## config.mk

```make
export PLATFORM = sky130hd
export DESIGN_NAME = multi_slot_oneshot_periodic_timer_core_flat
export DESIGN_NICKNAME = d
export VERILOG_FILES = /design/src/sv/mtmr_pkg.sv /design/src/sv/mtmr_if.sv /design/src/sv/mtmr_ram.sv /design/src/sv/mtmr_seq.sv /design/src/sv/multi_slot_oneshot_periodic_timer_core.sv /design/src/flat_wrapper.sv
export SDC_FILE = /design/constraint.sdc
export NUM_CORES = 2
export LEC_CHECK = 0
export ABC_AREA = 1
export BUFFER_PORTS_ARGS = -buffer_cell sky130_fd_sc_hd__buf_4
export CAP_MARGIN = 20
export CORE_UTILIZATION = 45
export DETAILED_ROUTE_END_ITERATION = 6
export SYNTH_ARGS = -nofsm -noshare
export SYNTH_HDL_FRONTEND = slang
export SYNTH_SLANG_ARGS = --single-unit
```

## constraint.sdc

```tcl
create_clock -name i_clk -period 14.8 [get_ports i_clk]
set_input_delay 1.48 -clock i_clk [delete_from_list [all_inputs] [get_ports i_clk]]
set_output_delay 1.48 -clock i_clk [all_outputs]
set_load 0.1 [all_outputs]
```

## src/sv/mtmr_pkg.sv

```systemverilog
// Package for the multi-slot one-shot / periodic timer core.
// Holds field widths, command and result codes, FSM states and shared structs.
// No dependencies.
package mtmr_pkg;

    // Default number of timer slots
    localparam int NUM_TIMERS_DEF = 16;

    // Field widths fixed by the request / result format
    localparam int TIME_W = 64;
    localparam int ID_W   = 4;
    localparam int CMD_W  = 2;
    localparam int KIND_W = 2;

    // Request commands
    typedef enum logic [CMD_W-1:0] {
        CMD_START = 2'd0,
        CMD_STOP  = 2'd1,
        CMD_QUERY = 2'd2,
        CMD_TICK  = 2'd3
    } t_cmd;

    // Result kinds
    typedef enum logic [KIND_W-1:0] {
        KIND_DONE  = 2'd0,
        KIND_FIRED = 2'd1,
        KIND_QUERY = 2'd2
    } t_kind;

    // Sequencer states
    typedef enum logic [1:0] {
        S_IDLE = 2'd0,
        S_SCAN = 2'd1,
        S_DONE = 2'd2
    } t_state;

    // One input request
    typedef struct packed {
        logic [CMD_W-1:0]  command;
        logic [ID_W-1:0]   timer_id;
        logic [TIME_W-1:0] start_delay;
        logic [TIME_W-1:0] repeat_period;
        logic [TIME_W-1:0] now_ms;
    } t_req;

    // One result
    typedef struct packed {
        t_kind           kind;
        logic [ID_W-1:0] timer_id_res;
        logic            active;
        logic            last;
    } t_result;

    // Result push from the sequencer to the output register
    typedef struct packed {
        logic    valid;
        t_result res;
    } t_push;

endpackage

```

## src/sv/mtmr_if.sv

```systemverilog
// Valid/ready channel interfaces for the timer core: request and result channels.
// Depends on mtmr_pkg for the field widths.

// Request channel
interface mtmr_cmd_if;
    logic                           valid;
    logic                           ready;
    logic [mtmr_pkg::CMD_W-1:0]     command;
    logic [mtmr_pkg::ID_W-1:0]      timer_id;
    logic [mtmr_pkg::TIME_W-1:0]    start_delay;
    logic [mtmr_pkg::TIME_W-1:0]    repeat_period;
    logic [mtmr_pkg::TIME_W-1:0]    now_ms;

    modport source (output valid, command, timer_id, start_delay, repeat_period, now_ms,
                    input ready);
    modport sink   (input valid, command, timer_id, start_delay, repeat_period, now_ms,
                    output ready);
endinterface

// Result channel
interface mtmr_res_if;
    logic                           valid;
    logic                           ready;
    logic [mtmr_pkg::KIND_W-1:0]    kind;
    logic [mtmr_pkg::ID_W-1:0]      timer_id_res;
    logic                           active;
    logic                           last;

    modport source (output valid, kind, timer_id_res, active, last, input ready);
    modport sink   (input valid, kind, timer_id_res, active, last, output ready);
endinterface

```

## src/sv/mtmr_ram.sv

```systemverilog
// Simple dual-port RAM, one write and one registered read port, read enable.
// Holds deadline and period per timer slot. No dependencies.
module mtmr_ram #(
    parameter  int DEPTH  = 16,
    parameter  int WIDTH  = 128,
    localparam int ADDR_W = (DEPTH > 1) ? $clog2(DEPTH) : 1
) (
    input  logic              i_clk,
    input  logic              i_rd_en,
    input  logic [ADDR_W-1:0] i_rd_addr,
    output logic [WIDTH-1:0]  o_rd_data,
    input  logic              i_wr_en,
    input  logic [ADDR_W-1:0] i_wr_addr,
    input  logic [WIDTH-1:0]  i_wr_data
);

    logic [WIDTH-1:0] r_mem [DEPTH];
    logic [WIDTH-1:0] r_rd_data;

    // Write port
    always_ff @(posedge i_clk) begin
        if (i_wr_en) begin
            r_mem[i_wr_addr] <= i_wr_data;
        end
    end

    // Registered read; data holds while the read is not enabled
    always_ff @(posedge i_clk) begin
        if (i_rd_en) begin
            r_rd_data <= r_mem[i_rd_addr];
        end
    end

    assign o_rd_data = r_rd_data;

endmodule

```

## src/sv/mtmr_seq.sv

```systemverilog
// Request sequencer for the timer core: armed flags, tick scan, read-modify-write.
// Depends on mtmr_pkg and instantiates mtmr_ram.
module mtmr_seq #(
    parameter int NUM_TIMERS = mtmr_pkg::NUM_TIMERS_DEF
) (
    input  logic            i_clk,
    input  logic            i_rst_n,
    input  logic            i_req_valid,
    input  mtmr_pkg::t_req  i_req,
    output logic            o_req_ready,
    input  logic            i_can_push,
    output mtmr_pkg::t_push o_push
);

    localparam int IDX_W  = (NUM_TIMERS > 1) ? $clog2(NUM_TIMERS) : 1;
    localparam int TW     = mtmr_pkg::TIME_W;
    localparam int WORD_W = 2 * TW;
    localparam logic [IDX_W-1:0] LAST_IDX = IDX_W'(NUM_TIMERS - 1);

    mtmr_pkg::t_state        r_state, n_state;
    logic [IDX_W-1:0]        r_eval_idx, n_eval_idx;
    logic [TW-1:0]           r_now, n_now;
    logic [NUM_TIMERS-1:0]   r_armed, n_armed;

    logic                    req_fire;
    logic                    in_range;
    logic [IDX_W-1:0]        id_idx;
    logic [8:0]              id_ext;
    mtmr_pkg::t_cmd          cmd;
    logic                    fire;
    logic                    advance;
    logic [TW-1:0]           slot_dl;
    logic [TW-1:0]           slot_per;

    logic                    rd_en;
    logic [IDX_W-1:0]        rd_addr;
    logic [WORD_W-1:0]       rd_data;
    logic                    wr_en;
    logic [IDX_W-1:0]        wr_addr;
    logic [WORD_W-1:0]       wr_data;

    // Deadline (upper half) and period (lower half) per slot
    mtmr_ram #(
        .DEPTH (NUM_TIMERS),
        .WIDTH (WORD_W)
    ) u_ram (
        .i_clk     (i_clk),
        .i_rd_en   (rd_en),
        .i_rd_addr (rd_addr),
        .o_rd_data (rd_data),
        .i_wr_en   (wr_en),
        .i_wr_addr (wr_addr),
        .i_wr_data (wr_data)
    );

    // Request decode
    assign cmd      = mtmr_pkg::t_cmd'(i_req.command);
    assign req_fire = i_req_valid && o_req_ready;
    assign id_ext   = 9'(i_req.timer_id);
    assign in_range = id_ext < 9'(NUM_TIMERS);
    assign id_idx   = IDX_W'(i_req.timer_id);

    // Slot under evaluation during a tick scan
    assign slot_dl  = rd_data[WORD_W-1:TW];
    assign slot_per = rd_data[TW-1:0];
    assign fire     = r_armed[r_eval_idx] && (r_now >= slot_dl);
    // Hold the slot while a fired result cannot be pushed
    assign advance  = !fire || i_can_push;

    // Next state
    always_comb begin
        n_state = r_state;
        case (r_state)
            mtmr_pkg::S_IDLE: begin
                if (req_fire && (cmd == mtmr_pkg::CMD_TICK)) begin
                    n_state = mtmr_pkg::S_SCAN;
                end
            end
            mtmr_pkg::S_SCAN: begin
                if (advance && (r_eval_idx == LAST_IDX)) begin
                    n_state = mtmr_pkg::S_DONE;
                end
            end
            mtmr_pkg::S_DONE: begin
                if (i_can_push) begin
                    n_state = mtmr_pkg::S_IDLE;
                end
            end
            default: n_state = mtmr_pkg::S_IDLE;
        endcase
    end

    // Outputs, memory accesses and slot updates
    always_comb begin
        o_req_ready = (r_state == mtmr_pkg::S_IDLE) && i_can_push;
        o_push      = '0;
        rd_en       = 1'b0;
        rd_addr     = r_eval_idx + 1'b1;
        wr_en       = 1'b0;
        wr_addr     = r_eval_idx;
        wr_data     = {r_now + slot_per, slot_per};
        n_armed     = r_armed;
        n_eval_idx  = r_eval_idx;
        n_now       = r_now;
        case (r_state)
            mtmr_pkg::S_IDLE: begin
                if (req_fire) begin
                    case (cmd)
                        mtmr_pkg::CMD_START: begin
                            o_push.valid            = 1'b1;
                            o_push.res.kind         = mtmr_pkg::KIND_DONE;
                            o_push.res.timer_id_res = i_req.timer_id;
                            o_push.res.last         = 1'b1;
                            if (in_range) begin
                                wr_en           = 1'b1;
                                wr_addr         = id_idx;
                                wr_data         = {i_req.now_ms + i_req.start_delay,
                                                   i_req.repeat_period};
                                n_armed[id_idx] = 1'b1;
                            end
                        end
                        mtmr_pkg::CMD_STOP: begin
                            o_push.valid            = 1'b1;
                            o_push.res.kind         = mtmr_pkg::KIND_DONE;
                            o_push.res.timer_id_res = i_req.timer_id;
                            o_push.res.last         = 1'b1;
                            if (in_range) begin
                                n_armed[id_idx] = 1'b0;
                            end
                        end
                        mtmr_pkg::CMD_QUERY: begin
                            o_push.valid            = 1'b1;
                            o_push.res.kind         = mtmr_pkg::KIND_QUERY;
                            o_push.res.timer_id_res = i_req.timer_id;
                            o_push.res.active       = in_range && r_armed[id_idx];
                            o_push.res.last         = 1'b1;
                        end
                        mtmr_pkg::CMD_TICK: begin
                            // Start the scan at slot 0
                            rd_en      = 1'b1;
                            rd_addr    = '0;
                            n_eval_idx = '0;
                            n_now      = i_req.now_ms;
                        end
                        default: begin
                        end
                    endcase
                end
            end
            mtmr_pkg::S_SCAN: begin
                if (advance) begin
                    if (fire) begin
                        o_push.valid            = 1'b1;
                        o_push.res.kind         = mtmr_pkg::KIND_FIRED;
                        o_push.res.timer_id_res = mtmr_pkg::ID_W'(r_eval_idx);
                        // Periodic: rearm at now + period; one-shot: disarm
                        if (slot_per != '0) begin
                            wr_en = 1'b1;
                        end else begin
                            n_armed[r_eval_idx] = 1'b0;
                        end
                    end
                    if (r_eval_idx != LAST_IDX) begin
                        rd_en      = 1'b1;
                        n_eval_idx = r_eval_idx + 1'b1;
                    end
                end
            end
            mtmr_pkg::S_DONE: begin
                if (i_can_push) begin
                    o_push.valid    = 1'b1;
                    o_push.res.kind = mtmr_pkg::KIND_DONE;
                    o_push.res.last = 1'b1;
                end
            end
            default: begin
            end
        endcase
    end

    // Control state
    always_ff @(posedge i_clk) begin
        if (!i_rst_n) begin
            r_state    <= mtmr_pkg::S_IDLE;
            r_armed    <= '0;
            r_eval_idx <= '0;
        end else begin
            r_state    <= n_state;
            r_armed    <= n_armed;
            r_eval_idx <= n_eval_idx;
        end
    end

    // Tick time latch
    always_ff @(posedge i_clk) begin
        r_now <= n_now;
    end

endmodule

```

## src/sv/multi_slot_oneshot_periodic_timer_core.sv

```systemverilog
// Top level of the multi-slot one-shot / periodic timer core.
// Depends on mtmr_pkg, mtmr_if and mtmr_seq.

// A bank of NUM_TIMERS timer slots addressed by index. Start, stop and query
// requests each give one result. A tick request scans all slots in index
// order through the single read port of the slot RAM, one slot per cycle
// unless the result channel stalls on a fired result, which holds the slot;
// it gives one fired result per expiring slot and a final done result marked
// last. Results pass through an output register; a new request is taken only
// in the idle state and when that register is empty or its result is taken in
// the same cycle.
// Slot deadlines and periods sit in RAM; the armed flags are flip-flops that
// reset clears, so no RAM clearing pass is needed.
module multi_slot_oneshot_periodic_timer_core #(
    parameter int NUM_TIMERS = mtmr_pkg::NUM_TIMERS_DEF
) (
    input  logic       i_clk,
    input  logic       i_rst_n,
    mtmr_cmd_if.sink   i_cmd,
    mtmr_res_if.source o_res
);

    mtmr_pkg::t_req    req;
    mtmr_pkg::t_push   push;
    mtmr_pkg::t_result r_res;
    logic              r_res_valid;
    logic              can_push;
    logic              req_ready;

    // Request payload
    assign req.command       = i_cmd.command;
    assign req.timer_id      = i_cmd.timer_id;
    assign req.start_delay   = i_cmd.start_delay;
    assign req.repeat_period = i_cmd.repeat_period;
    assign req.now_ms        = i_cmd.now_ms;
    assign i_cmd.ready       = req_ready;

    mtmr_seq #(
        .NUM_TIMERS (NUM_TIMERS)
    ) u_seq (
        .i_clk       (i_clk),
        .i_rst_n     (i_rst_n),
        .i_req_valid (i_cmd.valid),
        .i_req       (req),
        .o_req_ready (req_ready),
        .i_can_push  (can_push),
        .o_push      (push)
    );

    // Output register: free when empty or being taken this cycle
    assign can_push = !r_res_valid || o_res.ready;

    always_ff @(posedge i_clk) begin
        if (!i_rst_n) begin
            r_res_valid <= 1'b0;
        end else if (can_push) begin
            r_res_valid <= push.valid;
        end
    end

    always_ff @(posedge i_clk) begin
        if (can_push && push.valid) begin
            r_res <= push.res;
        end
    end

    assign o_res.valid        = r_res_valid;
    assign o_res.kind         = r_res.kind;
    assign o_res.timer_id_res = r_res.timer_id_res;
    assign o_res.active       = r_res.active;
    assign o_res.last         = r_res.last;

endmodule
```

## src/flat_wrapper.sv

```systemverilog
// flat-port wrapper written by rule: the top's interface ports become plain ports
module multi_slot_oneshot_periodic_timer_core_flat 
#(
    parameter int NUM_TIMERS = mtmr_pkg::NUM_TIMERS_DEF
)
  (i_clk, i_rst_n, i_cmd_valid, i_cmd_command, i_cmd_timer_id, i_cmd_start_delay, i_cmd_repeat_period, i_cmd_now_ms, i_cmd_ready, o_res_valid, o_res_kind, o_res_timer_id_res, o_res_active, o_res_last, o_res_ready);
  mtmr_cmd_if i_cmd_i ();
  mtmr_res_if o_res_i ();
  input  logic i_clk;
  input  logic i_rst_n;
  input wire logic [$bits(i_cmd_i.valid)-1:0] i_cmd_valid;
  input wire logic [$bits(i_cmd_i.command)-1:0] i_cmd_command;
  input wire logic [$bits(i_cmd_i.timer_id)-1:0] i_cmd_timer_id;
  input wire logic [$bits(i_cmd_i.start_delay)-1:0] i_cmd_start_delay;
  input wire logic [$bits(i_cmd_i.repeat_period)-1:0] i_cmd_repeat_period;
  input wire logic [$bits(i_cmd_i.now_ms)-1:0] i_cmd_now_ms;
  output wire logic [$bits(i_cmd_i.ready)-1:0] i_cmd_ready;
  output wire logic [$bits(o_res_i.valid)-1:0] o_res_valid;
  output wire logic [$bits(o_res_i.kind)-1:0] o_res_kind;
  output wire logic [$bits(o_res_i.timer_id_res)-1:0] o_res_timer_id_res;
  output wire logic [$bits(o_res_i.active)-1:0] o_res_active;
  output wire logic [$bits(o_res_i.last)-1:0] o_res_last;
  input wire logic [$bits(o_res_i.ready)-1:0] o_res_ready;
  assign i_cmd_i.valid = i_cmd_valid;
  assign i_cmd_i.command = i_cmd_command;
  assign i_cmd_i.timer_id = i_cmd_timer_id;
  assign i_cmd_i.start_delay = i_cmd_start_delay;
  assign i_cmd_i.repeat_period = i_cmd_repeat_period;
  assign i_cmd_i.now_ms = i_cmd_now_ms;
  assign i_cmd_ready = i_cmd_i.ready;
  assign o_res_valid = o_res_i.valid;
  assign o_res_kind = o_res_i.kind;
  assign o_res_timer_id_res = o_res_i.timer_id_res;
  assign o_res_active = o_res_i.active;
  assign o_res_last = o_res_i.last;
  assign o_res_i.ready = o_res_ready;
  multi_slot_oneshot_periodic_timer_core #(.NUM_TIMERS(NUM_TIMERS)) u_core (.i_clk(i_clk), .i_rst_n(i_rst_n), .i_cmd(i_cmd_i), .o_res(o_res_i));
endmodule
```

## Yosys cells after proc, flatten, opt, wreduce, memory -nomap -nowiden

Memories as Yosys holds them, arrays and structs flattened. A register that Yosys moved wholly into a read port is not among the register bits.
Cells that the tools add are included.

| storage, ports and cells | value |
|---|---|
| flip-flop bits (word level) | 95 |
| RAM bits | 2,048 |
| input bits | 202 |
| output and inout port bits | 10 |
| memories kept | 1 |

Memories:

| memory | depth | bits a word | read ports | clocked after Yosys merged registers in | write ports | line | text |
|---|---|---|---|---|---|---|---|
| u_core.u_seq.u_ram.r_mem | 16 | 128 | 1 | 1 | 1 | mtmr_ram.sv:17 | `logic [WIDTH-1:0] r_mem [DEPTH];` |

| operators by class | value |
|---|---|
| add/subtract/negate cells | 3 |
| $lt $le $gt $ge | 6 |
| eq/ne operators | 19 |
| multiplexer cells | 61 |
| bitwise gates (word level) | 5 |
| reduce and logical (&&, ||, !) cells | 24 |

Operators by type and width:

| cell | number |
|---|---|
| 128-bit 2-to-1 mux | 4 |
| 64-bit adder | 2 |
| 16-bit 2-to-1 mux | 6 |
| 64-bit >= comparator | 1 |
| 16-bit one-hot mux with 2 select lines | 2 |
| 64-bit nonzero test | 1 |
| 4-bit 2-to-1 mux | 11 |
| 16-bit bitwise AND | 2 |
| 16-bit NOT | 2 |
| 1-bit 2-to-1 mux | 19 |
| 2-bit inequality test, second input constant | 8 |
| 16-bit OR | 1 |
| 4-bit one-hot mux with 2 select lines | 2 |
| 4-bit by 5-bit less-than comparator with 1-bit output, second input constant | 3 |
| 7-bit 2-to-1 mux | 2 |
| 7-bit one-hot mux with 2 select lines | 1 |
| 1-bit logical AND | 9 |
| 9-bit 2-to-1 mux | 1 |
| 3-bit one-hot mux with 3 select lines | 1 |
| 3-bit AND reduction | 3 |
| 1-bit binary-select mux with 4-bit select | 2 |
| 1-bit demux with 4-bit select | 2 |
| 4-bit by 1-bit >= comparator with 1-bit output, second input constant | 2 |
| 8-bit AND reduction | 1 |
| 19 further kinds | 30 |

## Logic depth before layout (Yosys ltp)

| depth | value |
|---|---|
| depth after elaboration | 10 |
| mapped depth | 22 |
| mapped depth without buffers | 21 |

## Hierarchy

From an unflattened synthesis, not the netlist that was laid out.

| unflattened totals | value |
|---|---|
| cell total of the unflattened synthesis | 10,604 |
| area total of the unflattened synthesis | 105,708.9 µm² |

By module, submodules not included:

| module | instances | cells each | area an instance (µm²) | sequential area each (µm²) |
|---|---|---|---|---|
| mtmr_ram | 1 | 7,786 | 88,899.0 | 65,342.7 |
| mtmr_seq | 1 | 2,803 | 16,518.3 | 2,362.3 |
| multi_slot_oneshot_periodic_timer_core | 1 | 15 | 291.5 | 260.2 |

## Worst setup path after synthesis

Ideal clock, no wire load.

| timing | value |
|---|---|
| kind | input to register |
| start point | in o_res_ready |
| end point | mem u_core.u_seq.u_ram.r_mem[0][0], enable pin |
| library setup time | 0.617 ns |
| data arrival time | 8.373 ns |
| slack | 5.809 ns |
| stages | 10 |
| path buffers | 2 |
| path through | nor2_2 > nor2_4 > nand2_2 > inv_1 > nand2_1 > buf_2 > clkbuf_1 > nand2_1 > nand3_1 > nor2_1 |

| on the way | value |
|---|---|
| cells in the longest elaborated chain, start to end | 7 |
| elaborated cells between the ends (all ways) | 11 |

RTL lines:

| item | line | text |
|---|---|---|
| start: declaration | flat_wrapper.sv:23 | `input wire logic [$bits(o_res_i.ready)-1:0] o_res_ready;` |
| 1-bit logical OR * | multi_slot_oneshot_periodic_timer_core.sv:51 | `assign can_push = !r_res_valid \|\| o_res.ready;` |
| 1-bit logical AND * | mtmr_seq.sv:95 | `o_req_ready = (r_state == mtmr_pkg::S_IDLE) && i_can_push;` |
| net i_cmd_ready | flat_wrapper.sv:17 | `output wire logic [$bits(i_cmd_i.ready)-1:0] i_cmd_ready;` |
| 1-bit logical AND * | mtmr_seq.sv:58 | `assign req_fire = i_req_valid && o_req_ready;` |
| 1-bit 2-to-1 mux | mtmr_seq.sv:107 | `if (req_fire) begin` |
| 1-bit one-hot mux with 2 select lines | mtmr_seq.sv:105 | `case (r_state)` |
| 1-bit 2-to-1 mux | mtmr_ram.sv:22 | `if (i_wr_en) begin` |
| 1-bit 2-to-1 mux (not written as such) | mtmr_ram.sv:23 | `r_mem[i_wr_addr] <= i_wr_data;` |
| end: declaration | mtmr_ram.sv:17 |  |

Mark *: on every way through the listed nets, which the timed path passes. The rest lies on a longest branch.

## Worst setup path in the final report

| timing | value |
|---|---|
| start point | reg u_core.u_seq.r_now[63] |
| end point | mem u_core.u_seq.u_ram.r_mem[2][39], enable pin |

| on the way | value |
|---|---|
| cells in the longest elaborated chain, start to end | 8 |
| elaborated cells between the ends (all ways) | 9 |

RTL lines:

| item | line | text |
|---|---|---|
| start: declaration | mtmr_seq.sv:22 | `logic [TW-1:0] r_now, n_now;` |
| start signal: assignment | mtmr_seq.sv:196 | `r_now <= n_now;` |
| 64-bit >= comparator * | mtmr_seq.sv:66 | `assign fire = r_armed[r_eval_idx] && (r_now >= slot_dl);` |
| 1-bit logical AND * | mtmr_seq.sv:66 |  |
| 1-bit logical NOT | mtmr_seq.sv:68 | `assign advance = !fire \|\| i_can_push;` |
| 1-bit logical OR | mtmr_seq.sv:68 |  |
| 1-bit 2-to-1 mux * | mtmr_seq.sv:151 | `if (advance) begin` |
| 1-bit one-hot mux with 2 select lines * | mtmr_seq.sv:105 |  |
| 1-bit 2-to-1 mux * | mtmr_ram.sv:22 |  |
| 1-bit 2-to-1 mux (not written as such) * | mtmr_ram.sv:23 |  |

Every way passes the cells marked *; elsewhere a longest branch is shown, timed or not.

==> out/qor.csv <==
stage,metric,value,unit
floorplanning,row count,171,
power_and_ir_drop,Max VDD drop,0.1117,mV
synthesis,syn nets,8426,
sta,Worst slew margin,0.1134,
final_layout,Syn-to-layout area delta,12.24,%
global_routing,initial antenna violation count,13,
synthesis,mapped cell area,98140,sq um
clocking,total clock sinks,2271,
floorplanning,die area,220000,sq um
sta,Worst-Margin Slew,1.330,ns
synthesis,post-synth top area cell,edfxtp_1,
floorplanning,total core area,217000,sq um
floorplanning,I/O pins,212,
worst_hold_path,Hold Crit Class,register to register,
sta,Hold WS,0.4895,ns
global_routing,GRT overflow,0,
synthesis,"Async S/R FF share, synth",0,
final_layout,layout cells sized above 1,0.09565,
synthesis,Synth Flop Type,edfxtp_1,
clocking,cts repair resizes,0,
clocking,H-tree depth,4,
final_layout,final net count,8557,
sta,Tmin final,6.278,ns
clocking,CTS Buffer Depth,3,
synthesis,largest cells by area after synthesis,"edfxtp_1 69%, nand2_1 6.7%, o221ai_1 4.6%",
sta,final hold violation count,0,
clocking,Worst-Skew Late Latency,0.89,ns
final_layout,# fillers,18855,
clocking,CTS tree,built,
critical_path,crit start category,register,
sta,PnR worst setup slack,8.522,ns
clocking,clk root buf,clkbuf_16,
synthesis,register area share after synthesis,0.6925,
global_routing,GRT Overall Usage,0.2708,
sta,RSZ-0062 raised after global routing,no,
placement,pre-CTS setup slack,8.135,ns
synthesis,"flops & latches, synth",2271,
clocking,clock-pin slew on the worst setup and hold paths,0.06,ns
placement,DP HPWL,169900,um
synthesis,number of flops mapped to enable cells by yosys,2248,
synthesis,"Avg Cell Area, Syn",12.22,sq um
sta,final setup fails,0,
power_and_ir_drop,Power Internal,11.25,mW
placement,routability cong.,0.9386,
synthesis,most numerous cell in the Yosys netlist,edfxtp_1,
power_and_ir_drop,combinational group share of total power,0.136,
detailed_routing,TritonRoute pass-1 iters,6,
critical_path,CP startpoint,u_core.u_seq.r_now[63],
sta,Final Slew Violations,0,
final_layout,Layout Utilization,0.5077,
critical_path,worst-path fanout max,46,
clocking,Inserted Clock Buffers,226,
power_and_ir_drop,register share of total power,0.490,
global_routing,vias in the first global route,64957,
detailed_routing,Vias/cell,6.080,
synthesis,Synth warnings,0,
critical_path,worst endpoint required time,15.29,ns
clocking,Setup Buffers After CTS,0,
global_routing,first-pass GRT wire length,439400,um
floorplanning,initial core utilization,0.4524,
global_routing,largest net degree at the start of global routing,170,
placement,Buffers on Ports,211,
run,number of max-cap violations,0,
detailed_routing,DRT antenna net count,0,
synthesis,Synth top cells by count,"2248 x edfxtp_1, 1748 x nand2_1, 759 x nand3_1",
floorplanning,Die H,469.0,um
final_layout,Reg area,67970,sq um
critical_path,Crit Path Class,register to register,
synthesis,synth unique cells,49,
sta,Fmax,159.3,MHz
detailed_routing,vias after detailed routing,68088,
power_and_ir_drop,Sw Share,0.2661,
detailed_routing,Post-route DRC,0,
clocking,hold buffer count at CTS,0,
detailed_routing,Initial DRC Count,7998,
detailed_routing,routed wire length,303000,um
power_and_ir_drop,clock power share,0.373,
sta,Setup Skew,0.03897,ns
critical_path,"Arr. time, crit path",6.77,ns
floorplanning,DIE WIDTH,469.0,um
synthesis,share of the synthesized area in the top cell type,0.6879,
run_status,status,finished clean,
synthesis,Mapped Cells,8028,
sta,Tcrit/Tclk final,0.4242,
critical_path,worst reg2reg startpoint,u_core.u_seq.r_now[63],
sta,setup TNS,0,ns
power_and_ir_drop,P_leak,37.35,nW
final_layout,footprint of the multi-input gates,26830,sq um
power_and_ir_drop,P per Cell Area,139.1,nW/um^2
detailed_routing,wire length per cell,27.06,um
power_and_ir_drop,Net Sw Power,4.078,mW
critical_path,CP Capture Type,register,
cells by family after synthesis:
logic type,count (synthesis),share of synthesized area
adders and majority gates,196,0.02514
and+or+nand+nor,2942,0.1251
muxes,2,0.0002040
buffers and inverters,846,0.03572
DFF,2271,0.6925
xor gates and xnor gates,32,0.002856
AOI/OAI and AO/OA,1739,0.1184
per-layer routing:
layer | vias up | GRT usage | wire [um]
met1 | 34179 | 0.4006 | 132500
met3 | 412 | 0.04049 | 26510
met2 | 3142 | 0.4202 | 137700
met4 | 6 | 0.06571 | 6203
li1 | 30349 | - | -
met5 | - | 0 | 48
layout make-up:
cell class              count  area share
repair buffers            365     0.02710
flip-flops and latches   2271      0.6170
multi-input cells        4911      0.2435
clock buffers             277     0.05366
well taps                2854     0.03242
diodes                      2  0.00004543
inverters                 384     0.01336
clock inverters           135     0.01287
worst paths after layout:
path	end	slack (ns)	cells after the start
max	u_core.u_seq.u_ram.r_mem[2][39]	8.52	18
max reg2reg	u_core.u_seq.u_ram.r_mem[2][39]	8.52	18
min	register	0.49	2
min reg2reg	register	0.49	2
worst max-delay path, stage by stage, from the launching register on:
cell	delay, ns
edfxtp_1	0.42
ha_1	0.33
nand2_1	0.07
inv_1	0.05
nand3_1	0.09
nor3_1	0.43
nand3_1	0.25
a21oi_1	0.21
nor2_1	0.06
nand2_1	0.23
nand4_1	0.30
inv_2	0.14
nand2_1	0.05
nand2_1	0.13
nand3_1	0.33
nor2_4	0.36
buf_4	0.67
buf_4	0.85
buf_4	0.75
power groups by stage:
stage | sequential, mW | combinational [mW] | clock, mW
5_1_grt | 7.51 | 2.27 | 6.04
3_5_place_dp | 7.64 | 2.05 | 0
6_report | 7.51 | 2.09 | 5.72
4_1_cts | 7.51 | 2.06 | 5.78
2_1_floorplan | 7.62 | 1.30 | 0
3_3_place_gp | 7.64 | 2.03 | 0
state kept, by name, indices dropped and copies added (netlist names), named ones only:
signal and cells:
u_core.u_seq.r_eval_idx 4, u_core.u_seq.u_ram.r_mem 2048, u_core.u_seq.r_now 64, u_core.o_res.kind 2, u_core.o_res.valid 1, u_core.u_seq.r_state 2, u_core.o_res.last 1, u_core.o_res.active 1
u_core.u_seq.u_ram.o_rd_data 128, u_core.o_res.timer_id_res 4
per-stage QoR:
| step | cell area [sq um] | power [mW] | instances |
|---|---|---|---|
| 2_1_floorplan | 98140 | 8.922 | 8028 |
| 6_report | 110200 | 15.33 | 11199 |
| 4_1_cts | 110100 | 15.35 | 11190 |
| 3_5_place_dp | 102800 | 9.698 | 10778 |
| 5_1_grt | 110100 | 15.81 | 11197 |
| 3_3_place_gp | 102700 | 9.672 | 10771 |
cell usage in the layout (no fill, tap or decap), types with 6 or more instances in the layout:
cell type	instances
o211ai_1	7
clkinvlp_4	9
nand3b_1	9
nor2_1	302
ha_1	194
clkbuf_16	229
a21o_1	28
buf_4	343
bufinv_16	23
o21ai_1	8
clkbuf_1	48
a31o_1	67
nand2_1	1747
dfxtp_1	23
o221ai_1	513
clkinv_2	31
a22oi_1	8
xnor2_1	12
nand4_1	14
nor2_4	21
a31oi_1	48
a31o_2	61
nor4_1	23
nor3_1	30
o22ai_1	135
o21ai_0	258
o21bai_1	20
buf_12	17
o2111ai_1	6
or2_2	22
o21a_1	18
a21oi_1	543
clkinv_1	52
inv_1	375
edfxtp_1	2248
nand3_1	759
xor2_1	20
Power figures use the tool's default switching activity.
